## src/rtl/mouse_motion_accumulator_macros.svh

```systemverilog
// ---------------------------------------------------------------------------
// Mouse motion accumulator assertion macros
// Short forms for the concurrent checks in the accumulator RTL.
// ---------------------------------------------------------------------------
`ifndef MOUSE_MOTION_ACCUMULATOR_MACROS_SVH
`define MOUSE_MOTION_ACCUMULATOR_MACROS_SVH

// Check on every rising clock edge outside reset.
`define MMA_ASSERT(label, prop, msg) \
   label: assert property (@(posedge clock) disable iff (reset) (prop)) else $error(msg);

// Check on every rising clock edge, reset included.
`define MMA_ASSERT_ALWAYS(label, prop, msg) \
   label: assert property (@(posedge clock) (prop)) else $error(msg);

`endif

```

## src/rtl/mma_pkg.sv

```systemverilog
// ---------------------------------------------------------------------------
// Mouse motion accumulator package
// Widths, codes and arithmetic helpers for the accumulator.
// ---------------------------------------------------------------------------
`default_nettype none

package mma_pkg;

   localparam int ACC_WIDTH = 16;

   localparam logic signed [ACC_WIDTH-1:0] ACC_MAX = {1'b0, {(ACC_WIDTH-1){1'b1}}};
   localparam logic signed [ACC_WIDTH-1:0] ACC_MIN = {1'b1, {(ACC_WIDTH-1){1'b0}}};

   localparam logic signed [ACC_WIDTH-1:0] BYTE_MAX = ACC_WIDTH'(127);
   localparam logic signed [ACC_WIDTH-1:0] BYTE_MIN = -ACC_WIDTH'(128);

   localparam logic [7:0] REPORT_MARK = 8'h80;

   typedef enum logic {
      CMD_PACKET = 1'b0,
      CMD_READ   = 1'b1
   } cmd_type;

   typedef enum logic [1:0] {
      STATUS_TAKEN   = 2'd0,
      STATUS_REPORT  = 2'd1,
      STATUS_NO_DATA = 2'd2
   } status_type;

   // Saturate a one-bit-wider sum back to the accumulator range.
   function automatic logic signed [ACC_WIDTH-1:0] sat_acc(
      input logic signed [ACC_WIDTH:0] value
   );
      logic signed [ACC_WIDTH-1:0] result;
      if (value > ACC_MAX) begin
         result = ACC_MAX;
      end else if (value < ACC_MIN) begin
         result = ACC_MIN;
      end else begin
         result = value[ACC_WIDTH-1:0];
      end
      return result;
   endfunction

   // Clamp an accumulator to one signed report byte.
   function automatic logic signed [7:0] clamp_byte(
      input logic signed [ACC_WIDTH-1:0] value
   );
      logic signed [7:0] result;
      if (value > BYTE_MAX) begin
         result = BYTE_MAX[7:0];
      end else if (value < BYTE_MIN) begin
         result = BYTE_MIN[7:0];
      end else begin
         result = value[7:0];
      end
      return result;
   endfunction

   // Widen a signed byte to the sum width.
   function automatic logic signed [ACC_WIDTH:0] widen_byte(
      input logic signed [7:0] value
   );
      return {{(ACC_WIDTH-7){value[7]}}, value};
   endfunction

endpackage

`default_nettype wire

```

## src/rtl/mouse_motion_accumulator.sv

```systemverilog
// ---------------------------------------------------------------------------
// Mouse motion accumulator
// Bus-mouse style delta accumulator with clamped, draining reports.
// ---------------------------------------------------------------------------
// Usage:
//   The req_ channel carries one transaction per motion packet (req_cmd low)
//   or per report read (req_cmd high). Every request transaction gives
//   exactly one rsp_ transaction: packet taken, a report, or no data.
//   Both channels use valid/stall; a transaction moves at a rising edge
//   with valid high and stall low.
//   A request accepted is held in the input register, processed by the
//   add/clamp/subtract logic and shown on rsp_ once the result register
//   is free. Throughput: one transaction per cycle while rsp_stall is
//   low; the input register and the result register each hold one, so
//   a new request is taken while a finished result waits.
//   The accumulators and ready flag update at the moment a request moves
//   from the input register into the result register, so back-to-back
//   requests see each other's effects in order.
//   Reset (synchronous, active high) clears both accumulators, the button
//   state, the ready flag and both valid bits.
//   When rsp_stall is high the result holds; a following request waits in
//   the input register, and req_stall rises only once that register is
//   full and cannot drain.
// ---------------------------------------------------------------------------
`default_nettype none

`include "mouse_motion_accumulator_macros.svh"

module mouse_motion_accumulator (
   input  wire logic              clock,
   input  wire logic              reset,
   input  wire logic              req_valid,
   output      logic              req_stall,
   input  wire logic              req_cmd,
   input  wire logic [7:0]        req_header_byte,
   input  wire logic signed [7:0] req_delta_x,
   input  wire logic signed [7:0] req_delta_y,
   input  wire logic              req_middle_button,
   output      logic              rsp_valid,
   input  wire logic              rsp_stall,
   output      logic [1:0]        rsp_status,
   output      logic [7:0]        rsp_report_buttons,
   output      logic signed [7:0] rsp_report_dx,
   output      logic signed [7:0] rsp_report_dy,
   output      logic              rsp_data_ready
);

   // Input register.
   logic              in_valid_ff;
   logic              in_cmd_ff;
   logic [1:0]        in_header_ff;
   logic signed [7:0] in_dx_ff;
   logic signed [7:0] in_dy_ff;
   logic              in_middle_ff;

   // Architectural state.
   logic signed [mma_pkg::ACC_WIDTH-1:0] accum_x_ff, accum_x_in;
   logic signed [mma_pkg::ACC_WIDTH-1:0] accum_y_ff, accum_y_in;
   logic [2:0]        button_ff, button_in;
   logic              ready_ff, ready_in;

   // Result register.
   logic              out_valid_ff;
   mma_pkg::status_type out_status_ff, out_status_in;
   logic [7:0]        out_buttons_ff, out_buttons_in;
   logic signed [7:0] out_dx_ff, out_dx_in;
   logic signed [7:0] out_dy_ff, out_dy_in;
   logic              out_ready_ff;

   logic              out_load;
   logic              in_load;
   logic signed [7:0] clamp_x;
   logic signed [7:0] clamp_y;
   logic signed [mma_pkg::ACC_WIDTH-1:0] drain_x;
   logic signed [mma_pkg::ACC_WIDTH-1:0] drain_y;

   // Advance the held request when the result register is empty or draining.
   assign out_load  = in_valid_ff && (!out_valid_ff || !rsp_stall);
   // Stall the requester only when the input register is full and stuck.
   assign req_stall = in_valid_ff && !out_load;
   assign in_load   = req_valid && !req_stall;

   always_ff @(posedge clock) begin
      if (reset) begin
         in_valid_ff <= 1'b0;
      end else if (in_load) begin
         in_valid_ff <= 1'b1;
      end else if (out_load) begin
         in_valid_ff <= 1'b0;
      end
   end

   // Payload: capture on accept, no reset needed.
   always_ff @(posedge clock) begin
      if (in_load) begin
         in_cmd_ff    <= req_cmd;
         in_header_ff <= req_header_byte[1:0];
         in_dx_ff     <= req_delta_x;
         in_dy_ff     <= req_delta_y;
         in_middle_ff <= req_middle_button;
      end
   end

   // Report amounts and what remains after a read.
   assign clamp_x = mma_pkg::clamp_byte(accum_x_ff);
   assign clamp_y = mma_pkg::clamp_byte(accum_y_ff);
   assign drain_x = accum_x_ff - {{(mma_pkg::ACC_WIDTH-8){clamp_x[7]}}, clamp_x};
   assign drain_y = accum_y_ff - {{(mma_pkg::ACC_WIDTH-8){clamp_y[7]}}, clamp_y};

   always_comb begin
      accum_x_in     = accum_x_ff;
      accum_y_in     = accum_y_ff;
      button_in      = button_ff;
      ready_in       = ready_ff;
      out_status_in  = mma_pkg::STATUS_TAKEN;
      out_buttons_in = 8'd0;
      out_dx_in      = 8'sd0;
      out_dy_in      = 8'sd0;
      case (mma_pkg::cmd_type'(in_cmd_ff))
         mma_pkg::CMD_PACKET: begin
            // Buttons arrive active low: first, middle, second.
            button_in  = ~{in_header_ff[1], in_middle_ff, in_header_ff[0]};
            accum_x_in = mma_pkg::sat_acc({accum_x_ff[mma_pkg::ACC_WIDTH-1], accum_x_ff}
                                          + mma_pkg::widen_byte(in_dx_ff));
            accum_y_in = mma_pkg::sat_acc({accum_y_ff[mma_pkg::ACC_WIDTH-1], accum_y_ff}
                                          - mma_pkg::widen_byte(in_dy_ff));
            ready_in   = 1'b1;
         end
         mma_pkg::CMD_READ: begin
            if (!ready_ff) begin
               out_status_in = mma_pkg::STATUS_NO_DATA;
            end else begin
               // Report the clamped part, keep the rest for later reads.
               accum_x_in     = drain_x;
               accum_y_in     = drain_y;
               ready_in       = (drain_x != '0) || (drain_y != '0);
               out_status_in  = mma_pkg::STATUS_REPORT;
               out_buttons_in = mma_pkg::REPORT_MARK | {5'd0, button_ff};
               out_dx_in      = clamp_x;
               out_dy_in      = clamp_y;
            end
         end
         default: begin
            out_status_in = mma_pkg::STATUS_TAKEN;
         end
      endcase
   end

   always_ff @(posedge clock) begin
      if (reset) begin
         accum_x_ff <= '0;
         accum_y_ff <= '0;
         button_ff  <= 3'd0;
         ready_ff   <= 1'b0;
      end else if (out_load) begin
         accum_x_ff <= accum_x_in;
         accum_y_ff <= accum_y_in;
         button_ff  <= button_in;
         ready_ff   <= ready_in;
      end
   end

   always_ff @(posedge clock) begin
      if (reset) begin
         out_valid_ff <= 1'b0;
      end else if (out_load) begin
         out_valid_ff <= 1'b1;
      end else if (!rsp_stall) begin
         out_valid_ff <= 1'b0;
      end
   end

   always_ff @(posedge clock) begin
      if (out_load) begin
         out_status_ff  <= out_status_in;
         out_buttons_ff <= out_buttons_in;
         out_dx_ff      <= out_dx_in;
         out_dy_ff      <= out_dy_in;
         out_ready_ff   <= ready_in;
      end
   end

   assign rsp_valid          = out_valid_ff;
   assign rsp_status         = out_status_ff;
   assign rsp_report_buttons = out_buttons_ff;
   assign rsp_report_dx      = out_dx_ff;
   assign rsp_report_dy      = out_dy_ff;
   assign rsp_data_ready     = out_ready_ff;

   // Ready may only be clear once both accumulators have drained.
   `MMA_ASSERT(a_idle_drained,
      !ready_ff |-> (accum_x_ff == '0 && accum_y_ff == '0),
      "ready clear with motion left")
   // A no-data result never claims data is ready.
   `MMA_ASSERT(a_no_data_flag,
      (out_valid_ff && out_status_ff == mma_pkg::STATUS_NO_DATA) |-> !out_ready_ff,
      "no-data result with ready set")
   // A packet always leaves data ready.
   `MMA_ASSERT(a_packet_flag,
      (out_valid_ff && out_status_ff == mma_pkg::STATUS_TAKEN) |-> out_ready_ff,
      "packet result without ready")
   // A request moved to the result register shows up there next cycle.
   `MMA_ASSERT(a_load_shows, out_load |=> out_valid_ff, "loaded result not valid")
   // Nothing is presented right after reset.
   `MMA_ASSERT_ALWAYS(a_reset_empty,
      reset |=> (!out_valid_ff && !in_valid_ff),
      "valid after reset")

endmodule

`default_nettype wire

```

## config.mk

```make
export PLATFORM = sky130hd
export DESIGN_NAME = mouse_motion_accumulator
export DESIGN_NICKNAME = d
export VERILOG_FILES = /design/src/rtl/mma_pkg.sv /design/src/rtl/mouse_motion_accumulator.sv
export VERILOG_INCLUDE_DIRS = /design/src /design/src/rtl
export SDC_FILE = /design/constraint.sdc
export NUM_CORES = 1
export LEC_CHECK = 0
export CORE_UTILIZATION = 65
export CTS_CLUSTER_DIAMETER = 120
export DETAILED_ROUTE_END_ITERATION = 8
export DONT_BUFFER_PORTS = 1
export HOLD_SLACK_MARGIN = 0.06
export PLACE_DENSITY = 0.92
export SYNTH_ARGS = -nofsm -noshare
export SYNTH_HDL_FRONTEND = slang
export SYNTH_SLANG_ARGS = --single-unit
```

## constraint.sdc

```tcl
create_clock -name clock -period 6 [get_ports clock]
set_input_delay 0.9 -clock clock [delete_from_list [all_inputs] [get_ports clock]]
set_output_delay 0.9 -clock clock [all_outputs]
set_load 0.02 [all_outputs]
```

**Word level (Yosys, flattened, before mapping)**

Index checks and enable logic that the tools add are counted.

- Input port bits: 30
- Latch bits: 0
- Register bits: 85
- Memory bits (writable): 0
- Bits in read-only memories: 0
- Output and inout bits: 29
- Memories kept: 0
- Logic and storage cells: 68

- $lt $le $gt $ge: 8
- Multiplexer cells: 20
- Add/sub/neg operators: 4
- Divide/modulo/power cells: 0
- Eq/ne operators: 2
- Shift operators: 0
- Bitwise gates (word level): 2
- Reduce and logical (&&, ||, !) cells: 15
- Multiply operators: 0

Operators with widths:

| cell | count |
|---|---|
| 2-to-1 mux 16 bit | 6 |
| one-hot mux 16 bit (2 select lines) | 2 |
| 2-to-1 mux 8 bit | 5 |
| greater-than comparator 17 x 16 -> 1 bit, second input constant | 2 |
| less-than comparator 17 x 16 -> 1 bit, second input constant | 2 |
| greater-than comparator 16 x 8 -> 1 bit, second input constant | 2 |
| less-than comparator 16 x 8 -> 1 bit, second input constant | 2 |
| nonzero test 16 bit | 2 |
| subtractor 16 bit | 2 |
| adder 16 x 8 -> 17 bit | 1 |
| subtractor 16 x 8 -> 17 bit | 1 |
| AND reduction 2 bit | 3 |
| 2-to-1 mux 1 bit | 5 |
| zero test 1 bit | 4 |
| != test 2 x 1 -> 1 bit, second input constant | 2 |
| logical AND 1 bit | 3 |
| NOT 3 bit | 1 |
| logical OR 1 bit | 2 |
| 2-to-1 mux 2 bit | 1 |
| one-hot mux 1 bit (2 select lines) | 1 |
| nonzero test 2 bit | 1 |
| NOT 1 bit | 1 |

**Longest topological paths before layout**

Gate-level depths: netlist of the first run.

- Word-level depth: 8
- Gate-level depth with buffers: 16
- Depth with buffers taken out: 16

**Worst setup path after synthesis of the first run**

No wires, ideal clock.

- Path kind: input to register
- Start: input rsp_stall
- End: register accum_x_ff[8] (netlist name)
- Data arrival time: 3.946 ns
- Slack: 1.940 ns
- Stages on the path: 6
- Required time: 5.886 ns
- Buffers on the path: 2
- Library setup time: 0.114 ns
- Path through: a21boi_0 > and2_1 > clkbuf_1 > clkbuf_1 > nor2_1 > a2111oi_0

- Word-level cells in the longest chain between the ends: 4

Ends and longest elaborated chain:

| what | line | text |
|---|---|---|
| start, declared | mouse_motion_accumulator.sv:40 | `input wire logic rsp_stall,` |
| zero test 1 bit | - |  |
| logical OR 1 bit | mouse_motion_accumulator.sv:78 | `assign out_load = in_valid_ff && (!out_valid_ff \|\| !rsp_stall);` |
| logical AND 1 bit | mouse_motion_accumulator.sv:78 |  |
| AND reduction 2 bit (no source line) | - |  |
| end signal, assigned | mouse_motion_accumulator.sv:156 | `accum_x_ff <= accum_x_in;` |
| end, declared | mouse_motion_accumulator.sv:57 | `logic signed [mma_pkg::ACC_WIDTH-1:0] accum_x_ff, accum_x_in;` |

Every way passes these cells.
A chain may end at the register's enable or synchronous reset.

**Worst setup path in the final report of the first run**

- Start: register accum_y_ff[9] (netlist name)
- End: register out_ready_ff (netlist: rsp_data_ready), data pin

- Word-level cells in the longest chain between the ends: 8
- Elaborated cells on any way between the ends: 9
- Classes of those cells: add/sub (1); order compare (2); mux (4); reduce/logical (2)

Ends and longest elaborated chain:

| what | line | text |
|---|---|---|
| start, declared | mouse_motion_accumulator.sv:58 | `logic signed [mma_pkg::ACC_WIDTH-1:0] accum_y_ff, accum_y_in;` |
| start signal, assigned | mouse_motion_accumulator.sv:157 | `accum_y_ff <= accum_y_in;` |
| less-than comparator 16 x 8 -> 1 bit | mma_pkg.sv:52 | `end else if (value < BYTE_MIN) begin` |
| 2-to-1 mux 8 bit | mma_pkg.sv:52 |  |
| 2-to-1 mux 8 bit | mma_pkg.sv:50 | `if (value > BYTE_MAX) begin` |
| subtractor 16 bit * | mouse_motion_accumulator.sv:108 | `assign drain_y = accum_y_ff - {{(mma_pkg::ACC_WIDTH-8){clamp_y[7]}}, clamp_y};` |
| nonzero test 16 bit * | mouse_motion_accumulator.sv:136 | `ready_in = (drain_x != '0) \|\| (drain_y != '0);` |
| logical OR 1 bit * | mouse_motion_accumulator.sv:136 |  |
| 2-to-1 mux 1 bit * | mouse_motion_accumulator.sv:130 | `if (!ready_ff) begin` |
| one-hot mux 1 bit (2 select lines) * | mouse_motion_accumulator.sv:119 | `case (mma_pkg::cmd_type'(in_cmd_ff))` |
| named net ready_in | mouse_motion_accumulator.sv:60 | `logic ready_ff, ready_in;` |
| end signal, assigned | mouse_motion_accumulator.sv:179 | `out_ready_ff <= ready_in;` |
| end, declared | mouse_motion_accumulator.sv:68 | `logic out_ready_ff;` |

Mark *: on every way through the listed nets, which the timed path passes. The rest lies on a longest branch.

==> flow_metrics.env, run 1 <==
export IMPL_status="completed"
export IMPL_cts_clk_slew_worst_paths_ps=90
export IMPL_ant_nets=0
export IMPL_gr_usage_all_layers=0.342
export IMPL_setup_viol=0
export IMPL_cts_buffers=9
export IMPL_post_cts_buffers=0
export IMPL_grt_pass1_wl_um=27800
export IMPL_worst_pin_slew_ps=1010
export IMPL_slowest_delay_ps=620
export IMPL_syn_to_final_growth_pct=4.35
export IMPL_grt_overflow=0
export IMPL_worstPathArrival_ps=4740
export IMPL_routed_wl_um=17600
export IMPL_max_slew_margin=0.328
export IMPL_cts_sink_count=80
export IMPL_fin_crit_sh=0.769
export IMPL_cts_hold_buf=0
export IMPL_synth_cell_type_count=70
export IMPL_seq_area_um2=2020
export IMPL_die_y_um=103
export IMPL_crit_path_cell_trace="nand4_1 > o21ai_0 > a21oi_1 > fa_1 > a211oi_1 > nor2_1 > o311ai_4 > o31ai_2 > xor2_1 > a2111o_1 > nor4_1 > and4_1 > nor2_1"
export IMPL_die_x_um=103
export IMPL_wl_per_cell_um=19.5
export IMPL_port_buffers=0
export IMPL_powerDensity_nw_per_um2=273
export IMPL_grt_pass1_vias=5747
export IMPL_firstDrtPassIters=6
export IMPL_ys_flop_type="edfxtp_1"
export IMPL_avgSynthCellArea_um2=8.48
export IMPL_place_hpwl_um=13000
export IMPL_crit_buf_inv=0
export IMPL_finalNetCount=855
export IMPL_slowest_stage="o21ai_0"
export IMPL_critPathCaptureType="register"
export IMPL_irDropWorstVdd_mv=0.208
export IMPL_post_route_cells_drive_above_1_share=0.0640
export IMPL_rr_startpoint="accum_y_ff[9]"
export IMPL_cp_max_fo=6
export IMPL_place_congestion=0.945
export IMPL_rr_worst_depth=13
export IMPL_drc=0
export IMPL_min_period_ps=4610
export IMPL_vias=6233
export IMPL_hold_start="in_header_ff[0]"
export IMPL_ys_async_sr_fraction=0
export IMPL_cts_htree_levels=3
export IMPL_cts_tree="done"
export IMPL_crit_required_ps=6120
export IMPL_root_buffer="clkbuf_8"
export IMPL_num_rows=36
export IMPL_coreArea_um2=9820
export IMPL_post_cts_resized=0
export IMPL_skew_ps=8.69
export IMPL_ioPinCount=59
export IMPL_final_area_um2=6880
export IMPL_synth_edff_count=42
export IMPL_syn_inst=777
export IMPL_antenna_found_initial=0
export IMPL_drtIter0Drc=653
export IMPL_worst_r2r_setup_slack_ps=1390
export IMPL_min_path_cells=1
export IMPL_grt_max_degree=41
export IMPL_worstReg2RegEnd="rsp_data_ready"
export IMPL_synth_seq_cells=80
export IMPL_cp_startpoint="accum_y_ff[9]"
export IMPL_slew_violations=0
export IMPL_dieArea_um2=10500
export IMPL_placed_area_um2=6640
export IMPL_path_delay_family="compound AO/OA/AOI/OAI gates"
export IMPL_multiInputGateArea_um2=4300
export IMPL_start_util=0.671
export IMPL_cts_buffer_depth=2
export IMPL_clk_latency_ps=370
export IMPL_diodes=0
export IMPL_hold_path_end="button_ff[0]"
export IMPL_via_per_inst=6.93
export IMPL_finalSetupTns_ps=0
export IMPL_clock_fmax_mhz=217
export IMPL_post_route_util=0.700
export IMPL_cpMostUsedCell="nor2_1"
export IMPL_power_leakage_nw=2.84
export IMPL_hold_violations=0
export IMPL_seq_area_frac_synth=0.307
export IMPL_synth_area_um2=6590
export IMPL_max_cap_violations=0
export IMPL_yosys_warnings=0
export IMPL_startpoint_type="register"
export IMPL_nFillCells=748
export IMPL_rsz0062_at_grt="false"
export IMPL_path_class="register to register"
export IMPL_timing_hold_ws_ps=420
export IMPL_hold_class="register to register"
[cell families (layout without fill, tap and decap cells)]
family	after synthesis	count (layout)	synth area share
muxes	2	2	0.00304
xor gates and xnor gates	40	40	0.0532
DFF	80	80	0.307
and+or+nand+nor	256	256	0.196
buffers and inverters	68	54	0.0433
AOI/OAI and AO/OA	263	263	0.266
other	1	4	0.000569
adders and majority gates	67	67	0.131
[flip-flops by register name (all words and copies together), names as in the netlist]
register	cells
accum_x_ff	16
accum_y_ff	16
button_ff	3
in_cmd_ff	1
in_dx_ff	8
in_dy_ff	8
in_header_ff	2
in_middle_ff	1
in_valid_ff	1
ready_ff	1
rsp_data_ready	1
rsp_report_buttons	3
rsp_report_dx	8
rsp_report_dy	8
rsp_status	2
rsp_valid	1
[synth_stat cells, types with 3 or more instances]
master	n	area, µm²
buf_4	5	37.5
nor2_1	81	304
o21a_1	12	90.1
or3_1	11	68.8
buf_2	3	15.0
o21ai_0	53	265
and3_1	9	56.3
a31oi_1	4	25.0
maj3_1	3	30.0
dfxtp_1	38	761
a211oi_2	4	50.1
and2_1	8	50.1
nor3b_1	4	30.0
nor2b_1	7	43.8
nand2b_1	15	93.8
and4_1	3	26.3
a21boi_0	3	22.5
ha_1	60	751
nand4_1	11	68.8
xnor2_1	27	236
a2111oi_2	3	45.0
a211o_1	5	43.8
nor4_1	4	25.0
nand3b_1	9	67.6
clkbuf_1	23	86.3
o211ai_1	9	67.6
or2_2	6	37.5
edfxtp_1	42	1260
nand2_1	45	169
nand3_1	12	60.1
o21bai_1	6	45.0
a31o_2	3	26.3
o21ai_2	3	26.3
inv_1	34	128
or4_4	4	45.0
a211oi_1	20	150
nor3_1	23	115
a2111oi_0	6	52.6
fa_1	4	80.1
a21o_1	23	173
xor2_1	13	114
o22ai_1	7	43.8
a21oi_1	76	380
[where the power goes]
group / internal (mW) / switching, mW
sequential: 0.606 / 0.0443
combinational: 0.290 / 0.471
clock: 0.244 / 0.222
total: 1.14 / 0.737
[cells in the final DEF, fill, tap and decap left out, drive strengths merged, types with 8 or more instances in the layout]
| cell | instances |
|---|---|
| nand3b | 9 |
| a2111oi | 9 |
| xnor2 | 27 |
| nand2b | 15 |
| or3 | 11 |
| xor2 | 13 |
| nand2 | 45 |
| inv | 38 |
| dfxtp | 38 |
| o21ai | 58 |
| clkbuf | 9 |
| nor2 | 81 |
| nand3 | 12 |
| and3 | 9 |
| and2 | 8 |
| a211oi | 24 |
| nand4 | 11 |
| a21oi | 77 |
| o21a | 12 |
| nor3 | 23 |
| o211ai | 9 |
| edfxtp | 42 |
| ha | 60 |
| a21o | 23 |
[layout make-up]
type	instances	share of cell area
well taps	133	0.0242
inverters	34	0.0186
clock inverters	7	0.0158
repair buffers	4	0.00437
flip-flops and latches	80	0.294
multi-input cells	632	0.625
clock buffers	9	0.0180
[metal layers]
layer,wire length [µm],vias to the layer above,GRT usage,share of wire
met1,7100,2860,0.453,0.40
li1,-,2862,-,-
met5,0,-,0,0
met4,625,0,0.146,0.036
met3,1960,83,0.0793,0.11
met2,7870,428,0.534,0.45
[worst register-to-register path, stage by stage (launching register included)]
cell and delay [ps]:
dfxtp_1 510, nand4_1 200, o21ai_0 620, a21oi_1 280, fa_1 500, a211oi_1 340
nor2_1 130, o311ai_4 410, o31ai_2 140, xor2_1 200, a2111o_1 400, nor4_1 250
and4_1 310, nor2_1 70
[worst max path at each step]
stage | slack [ps] | end | depth (start not counted)
finish | 1390 | rsp_data_ready | 13
global placement | 1620 | rsp_data_ready | 13
CTS | 1550 | rsp_data_ready | 13
global route | 1160 | rsp_data_ready | 13
floorplan | 1940 | accum_x_ff[8] | 6
detailed placement | 1600 | rsp_data_ready | 13
[through the flow]
step | cells | setup slack, ps | total power, mW
2_1_floorplan | 780 | 1940 | 1.22
3_3_place_gp | 883 | 1620 | 1.36
3_5_place_dp | 883 | 1600 | 1.38
4_1_cts | 899 | 1550 | 1.84
5_1_grt | 899 | 1160 | 1.96
6_report | 899 | 1390 | 1.88
(Power assumes the default switching activity.)
==> inputs of run 2 (changes only) <==
==> constraint.sdc (replaced) <==
create_clock -name clock -period 4.7 [get_ports clock]
set_input_delay 0.705 -clock clock [delete_from_list [all_inputs] [get_ports clock]]
set_output_delay 0.705 -clock clock [all_outputs]
set_load 0.02 [all_outputs]
==> run 2 against run 1 <==
Clock power increased by 17%; final area is the same; hold slack got worse by 30 ps; first-iteration DRC count shrank 6.7%; critical path type unchanged; highest routed layer unchanged.
==> flow_metrics.env, run 2 (synthesis results as in run 1) <==
export IMPL_cts_htree_levels=3
export IMPL_final_area_um2=6880
export IMPL_start_util=0.671
export IMPL_path_class="register to register"
export IMPL_seq_area_um2=2020
export IMPL_clock_fmax_mhz=227
export IMPL_worst_r2r_setup_slack_ps=290
export IMPL_startpoint_type="register"
export IMPL_firstDrtPassIters=6
export IMPL_top_regs="accum_x_ff x16, accum_y_ff x16"
export IMPL_finalWorstSetupSlack_ps=295
export IMPL_routed_wl_um=17300
export IMPL_post_route_util=0.700
export IMPL_post_route_cells_drive_above_1_share=0.0676
export IMPL_nFillCells=728
export IMPL_finalNetCount=858
export IMPL_cts_tree="done"
export IMPL_multiInputGateArea_um2=4300
export IMPL_clk_latency_ps=370
export IMPL_rr_worst_depth=16
export IMPL_hold_class="input pin to register"
export IMPL_worstReg2RegEnd="rsp_data_ready"
export IMPL_ant_nets=0
export IMPL_antenna_found_initial=0
export IMPL_cts_clk_slew_worst_paths_ps=90
export IMPL_post_cts_buffers=0
export IMPL_timing_hold_ws_ps=390
export IMPL_via_per_inst=6.85
export IMPL_post_place_cells=886
export IMPL_pre_cts_ws_ps=467
export IMPL_slowest_stage="or4_4"
export IMPL_power_leakage_nw=2.84
export IMPL_status="completed"
export IMPL_die_y_um=103
export IMPL_cpMostUsedCell="nor2_1"
export IMPL_cts_buffer_depth=2
export IMPL_slowest_delay_ps=580
export IMPL_coreArea_um2=9820
export IMPL_root_buffer="clkbuf_8"
export IMPL_gr_usage_all_layers=0.337
export IMPL_fin_crit_sh=0.937
export IMPL_grt_overflow=0
export IMPL_rsz0062_at_grt="false"
export IMPL_syn_to_final_growth_pct=4.35
export IMPL_slew_violations=0
export IMPL_worst_pin_slew_ps=841
export IMPL_ioPinCount=59
export IMPL_crit_path_cell_trace="or4_4 > nor2_1 > nor2_1 > a21o_1 > ha_1 > inv_1 > fa_1 > a211o_1 > a21oi_1 > a2111oi_2 > a21oi_1 > xnor2_1 > a2111o_1 > nor4_1 > and4_1 > nor2_1"
export IMPL_placed_area_um2=6670
export IMPL_cts_sink_count=80
export IMPL_hold_path_end="accum_y_ff[12]"
export IMPL_finalSetupTns_ps=0
export IMPL_grt_pass1_vias=5664
export IMPL_finalPower_mw=2.34
export IMPL_layout_common_cells="81 x nor2_1, 76 x a21oi_1, 60 x ha_1"
export IMPL_irDropWorstVdd_mv=0.267
export IMPL_critPathCaptureType="register"
export IMPL_cts_buffers=9
export IMPL_rr_startpoint="accum_x_ff[7]"
export IMPL_drtIter0Drc=609
export IMPL_die_x_um=103
export IMPL_hold_start="reset"
export IMPL_post_cts_resized=0
export IMPL_skew_ps=8.82
export IMPL_final_common_cell="nor2_1"
export IMPL_dieArea_um2=10500
export IMPL_crit_required_ps=4820
export IMPL_min_path_cells=1
export IMPL_worstPathArrival_ps=4520
export IMPL_drc=0
export IMPL_grt_pass1_wl_um=27400
export IMPL_max_slew_margin=0.437
export IMPL_layout_cells_non_filler=902
export IMPL_setup_viol=0
export IMPL_port_buffers=0
export IMPL_grt_max_degree=41
export IMPL_diodes=0
export IMPL_place_hpwl_um=13200
export IMPL_powerDensity_nw_per_um2=340
export IMPL_max_cap_violations=0
export IMPL_min_period_ps=4410
export IMPL_vias=6179
export IMPL_wl_per_cell_um=19.2
export IMPL_cts_hold_buf=0
export IMPL_cp_max_fo=7
export IMPL_place_congestion=0.951
export IMPL_num_rows=36
export IMPL_hold_violations=0
run 2: changes by cell type in the layout (fill, tap and decap cells not counted), sizes merged:
cell	previous run	this run
clkinvlp	0	1
buf	4	7
bufinv	2	1
run 2: critical path: cells and delay by family (launching register included):
kind	cells	cell delay, ps
AOI/OAI and AO/OA	6	1590
and+or+nand+nor	6	1470
adders and majority gates	2	410
DFF	1	410
xor gates and xnor gates	1	200
buffers and inverters	1	70
run 2: worst max-delay path by stage:
stage | slack (ps) | depth (start not counted) | endpoint | startpoint
after global placement | 520 | 16 | rsp_data_ready | accum_x_ff[7]
final | 290 | 16 | rsp_data_ready | accum_x_ff[7]
after global routing | 30 | 16 | rsp_data_ready | accum_x_ff[11]
after detailed placement | 470 | 16 | rsp_data_ready | accum_x_ff[7]
after floorplan | 830 | 6 | accum_x_ff[8] | rsp_stall
after CTS | 410 | 16 | rsp_data_ready | accum_x_ff[7]
run 2: per-layer routing:
metal,up-vias,share of wire,global-route usage
met5,-,0,0
met4,0,0.027,0.127
met3,57,0.11,0.0773
met2,398,0.45,0.535
met1,2857,0.41,0.448
li1,2867,-,-
run 2: final cells by class:
class                           instances  share of cell area
Clock buffer                            9              0.0180
Inverter                               34              0.0186
Clock inverter                          7              0.0126
Tap cell                              133              0.0242
Multi-Input combinational cell        632               0.625
Timing Repair Buffer                    7             0.00764
Sequential cell                        80               0.294
run 2: power breakdown:
part | internal (mW) | switching [mW]
registers | 0.774 | 0.0580
clock network | 0.257 | 0.285
logic | 0.370 | 0.594
total | 1.40 | 0.937
==> inputs of run 3 (changes only) <==
==> constraint.sdc (replaced) <==
create_clock -name clock -period 5 [get_ports clock]
set_input_delay 0.75 -clock clock [delete_from_list [all_inputs] [get_ports clock]]
set_output_delay 0.75 -clock clock [all_outputs]
set_load 0.02 [all_outputs]
==> run 3 against run 2 <==
Combinational power fell by 6.5%; routed wire length is 1.4% lower; worst setup slack improved by 280 ps; critical path type unchanged; clock power fell by 10%; global-route usage is 0.19 points higher; cell count fell by 0.22%; hold slack gained 34 ps; die area stayed put; critical endpoint unchanged; sequential cell count did not move; clock-buffer cell count stayed put; via count decreased by 2.1%; first-iteration DRC count fell by 4.3%; highest routed layer unchanged.
==> flow_metrics.env, run 3 (synthesis results as in run 1) <==
export IMPL_cts_hold_buf=0
export IMPL_irDropWorstVdd_mv=0.255
export IMPL_dieArea_um2=10500
export IMPL_ioPinCount=59
export IMPL_port_buffers=0
export IMPL_cts_htree_levels=3
export IMPL_crit_end="rsp_data_ready"
export IMPL_gr_usage_all_layers=0.339
export IMPL_firstDrtPassIters=5
export IMPL_timing_hold_ws_ps=424
export IMPL_crit_path_cell_trace="nand4_1 > o21a_1 > o22ai_1 > ha_1 > inv_1 > fa_1 > a211oi_1 > nor2_1 > o311ai_4 > o31ai_2 > xor2_1 > a2111o_1 > nor4_1 > and4_1 > nor2_1"
export IMPL_rr_startpoint="accum_y_ff[9]"
export IMPL_drtIter0Drc=583
export IMPL_cp_max_fo=5
export IMPL_worst_pin_slew_ps=832
export IMPL_worstSetupPathDepth=15
export IMPL_finalWorstSetupSlack_ps=570
export IMPL_antenna_found_initial=0
export IMPL_min_path_cells=1
export IMPL_setup_viol=0
export IMPL_grt_max_degree=41
export IMPL_hold_class="register to register"
export IMPL_cts_sink_count=80
export IMPL_worst_r2r_setup_slack_ps=570
export IMPL_cts_clk_slew_worst_paths_ps=90
export IMPL_final_area_um2=6860
export IMPL_startpoint_type="register"
export IMPL_rr_worst_depth=15
export IMPL_grt_overflow=0
export IMPL_diodes=0
export IMPL_place_hpwl_um=12900
export IMPL_cts_tree="done"
export IMPL_worstReg2RegEnd="rsp_data_ready"
export IMPL_slew_violations=0
export IMPL_min_period_ps=4430
export IMPL_ant_nets=0
export IMPL_crit_buf_inv=1
export IMPL_cts_buffer_depth=2
export IMPL_vias=6050
export IMPL_die_x_um=103
export IMPL_path_delay_family="compound AO/OA/AOI/OAI gates"
export IMPL_syn_to_final_growth_pct=4.02
export IMPL_fin_crit_sh=0.886
export IMPL_placed_area_um2=6650
export IMPL_skew_ps=9.73
export IMPL_grt_pass1_wl_um=27700
export IMPL_status="completed"
export IMPL_routed_wl_um=17100
export IMPL_cts_buffers=9
export IMPL_pre_cts_ws_ps=672
export IMPL_max_cap_violations=0
export IMPL_wl_per_cell_um=19.0
export IMPL_clock_fmax_mhz=226
export IMPL_layout_common_cells="81 x nor2_1, 76 x a21oi_1, 60 x ha_1"
export IMPL_finalNetCount=856
export IMPL_top_regs="accum_x_ff x16, accum_y_ff x16"
export IMPL_path_class="register to register"
export IMPL_hold_violations=0
export IMPL_finalSetupTns_ps=0
export IMPL_slowest_stage="dfxtp_1"
export IMPL_via_per_inst=6.72
export IMPL_power_leakage_nw=2.83
export IMPL_grt_pass1_vias=5580
export IMPL_die_y_um=103
export IMPL_root_buffer="clkbuf_8"
export IMPL_clk_latency_ps=360
export IMPL_critPathCaptureType="register"
export IMPL_drc=0
export IMPL_cpMostUsedCell="nor2_1"
export IMPL_crit_required_ps=5110
export IMPL_coreArea_um2=9820
export IMPL_rsz0062_at_grt="false"
export IMPL_post_cts_resized=0
export IMPL_powerDensity_nw_per_um2=316
export IMPL_max_slew_margin=0.444
export IMPL_post_cts_buffers=0
export IMPL_worstPathArrival_ps=4540
export IMPL_place_congestion=0.989
export IMPL_cp_startpoint="accum_y_ff[9]"
export IMPL_final_common_cell="nor2_1"
export IMPL_num_rows=36
export IMPL_post_route_cells_drive_above_1_share=0.0652
export IMPL_nFillCells=745
export IMPL_post_route_util=0.698
export IMPL_slowest_delay_ps=480
export IMPL_start_util=0.671
run 3: cell types whose count changed in the layout (fill, tap and decap cells not counted), sizes merged:
cell    before  now
buf          7    5
clkinv       1    3
inv         38   36
run 3: cell type report:
type | instances | area [µm²] | area share
Multi-Input combinational cell | 632 | 4300 | 0.627
Sequential cell | 80 | 2020 | 0.295
Tap cell | 133 | 166 | 0.0243
Inverter | 34 | 128 | 0.0186
Clock buffer | 9 | 124 | 0.0181
Clock inverter | 7 | 80.1 | 0.0117
Timing Repair Buffer | 5 | 37.5 | 0.00548
run 3: worst min-delay path by stage:
| stage | start | endpoint |
|---|---|---|
| after global placement | in_header_ff[0] | button_ff[0] |
| after detailed placement | in_header_ff[0] | button_ff[0] |
| after floorplan | in_header_ff[0] | button_ff[0] |
| final | in_header_ff[0] | button_ff[0] |
| after global routing | in_header_ff[0] | button_ff[0] |
| after CTS | in_header_ff[0] | button_ff[0] |
run 3: power breakdown:
group          internal, mW  switching, mW  total, mW
Combinational         0.347          0.554      0.901
Clock                 0.236          0.250      0.487
Sequential            0.728         0.0518      0.779
run 3: layer usage:
metal | global-route usage | wire length (µm) | vias to the layer above
li1 | - | - | 2860
met1 | 0.469 | 7190 | 2790
met2 | 0.541 | 7860 | 349
met3 | 0.0610 | 1580 | 51
met4 | 0.104 | 452 | 0
met5 | 0 | 0 | -
run 3: per-stage QoR:
stage,total power [mW],instances
after floorplan,1.46,780
after global placement,1.63,884
after CTS,2.14,900
after global routing,2.28,900
after detailed placement,1.66,884
final,2.17,900
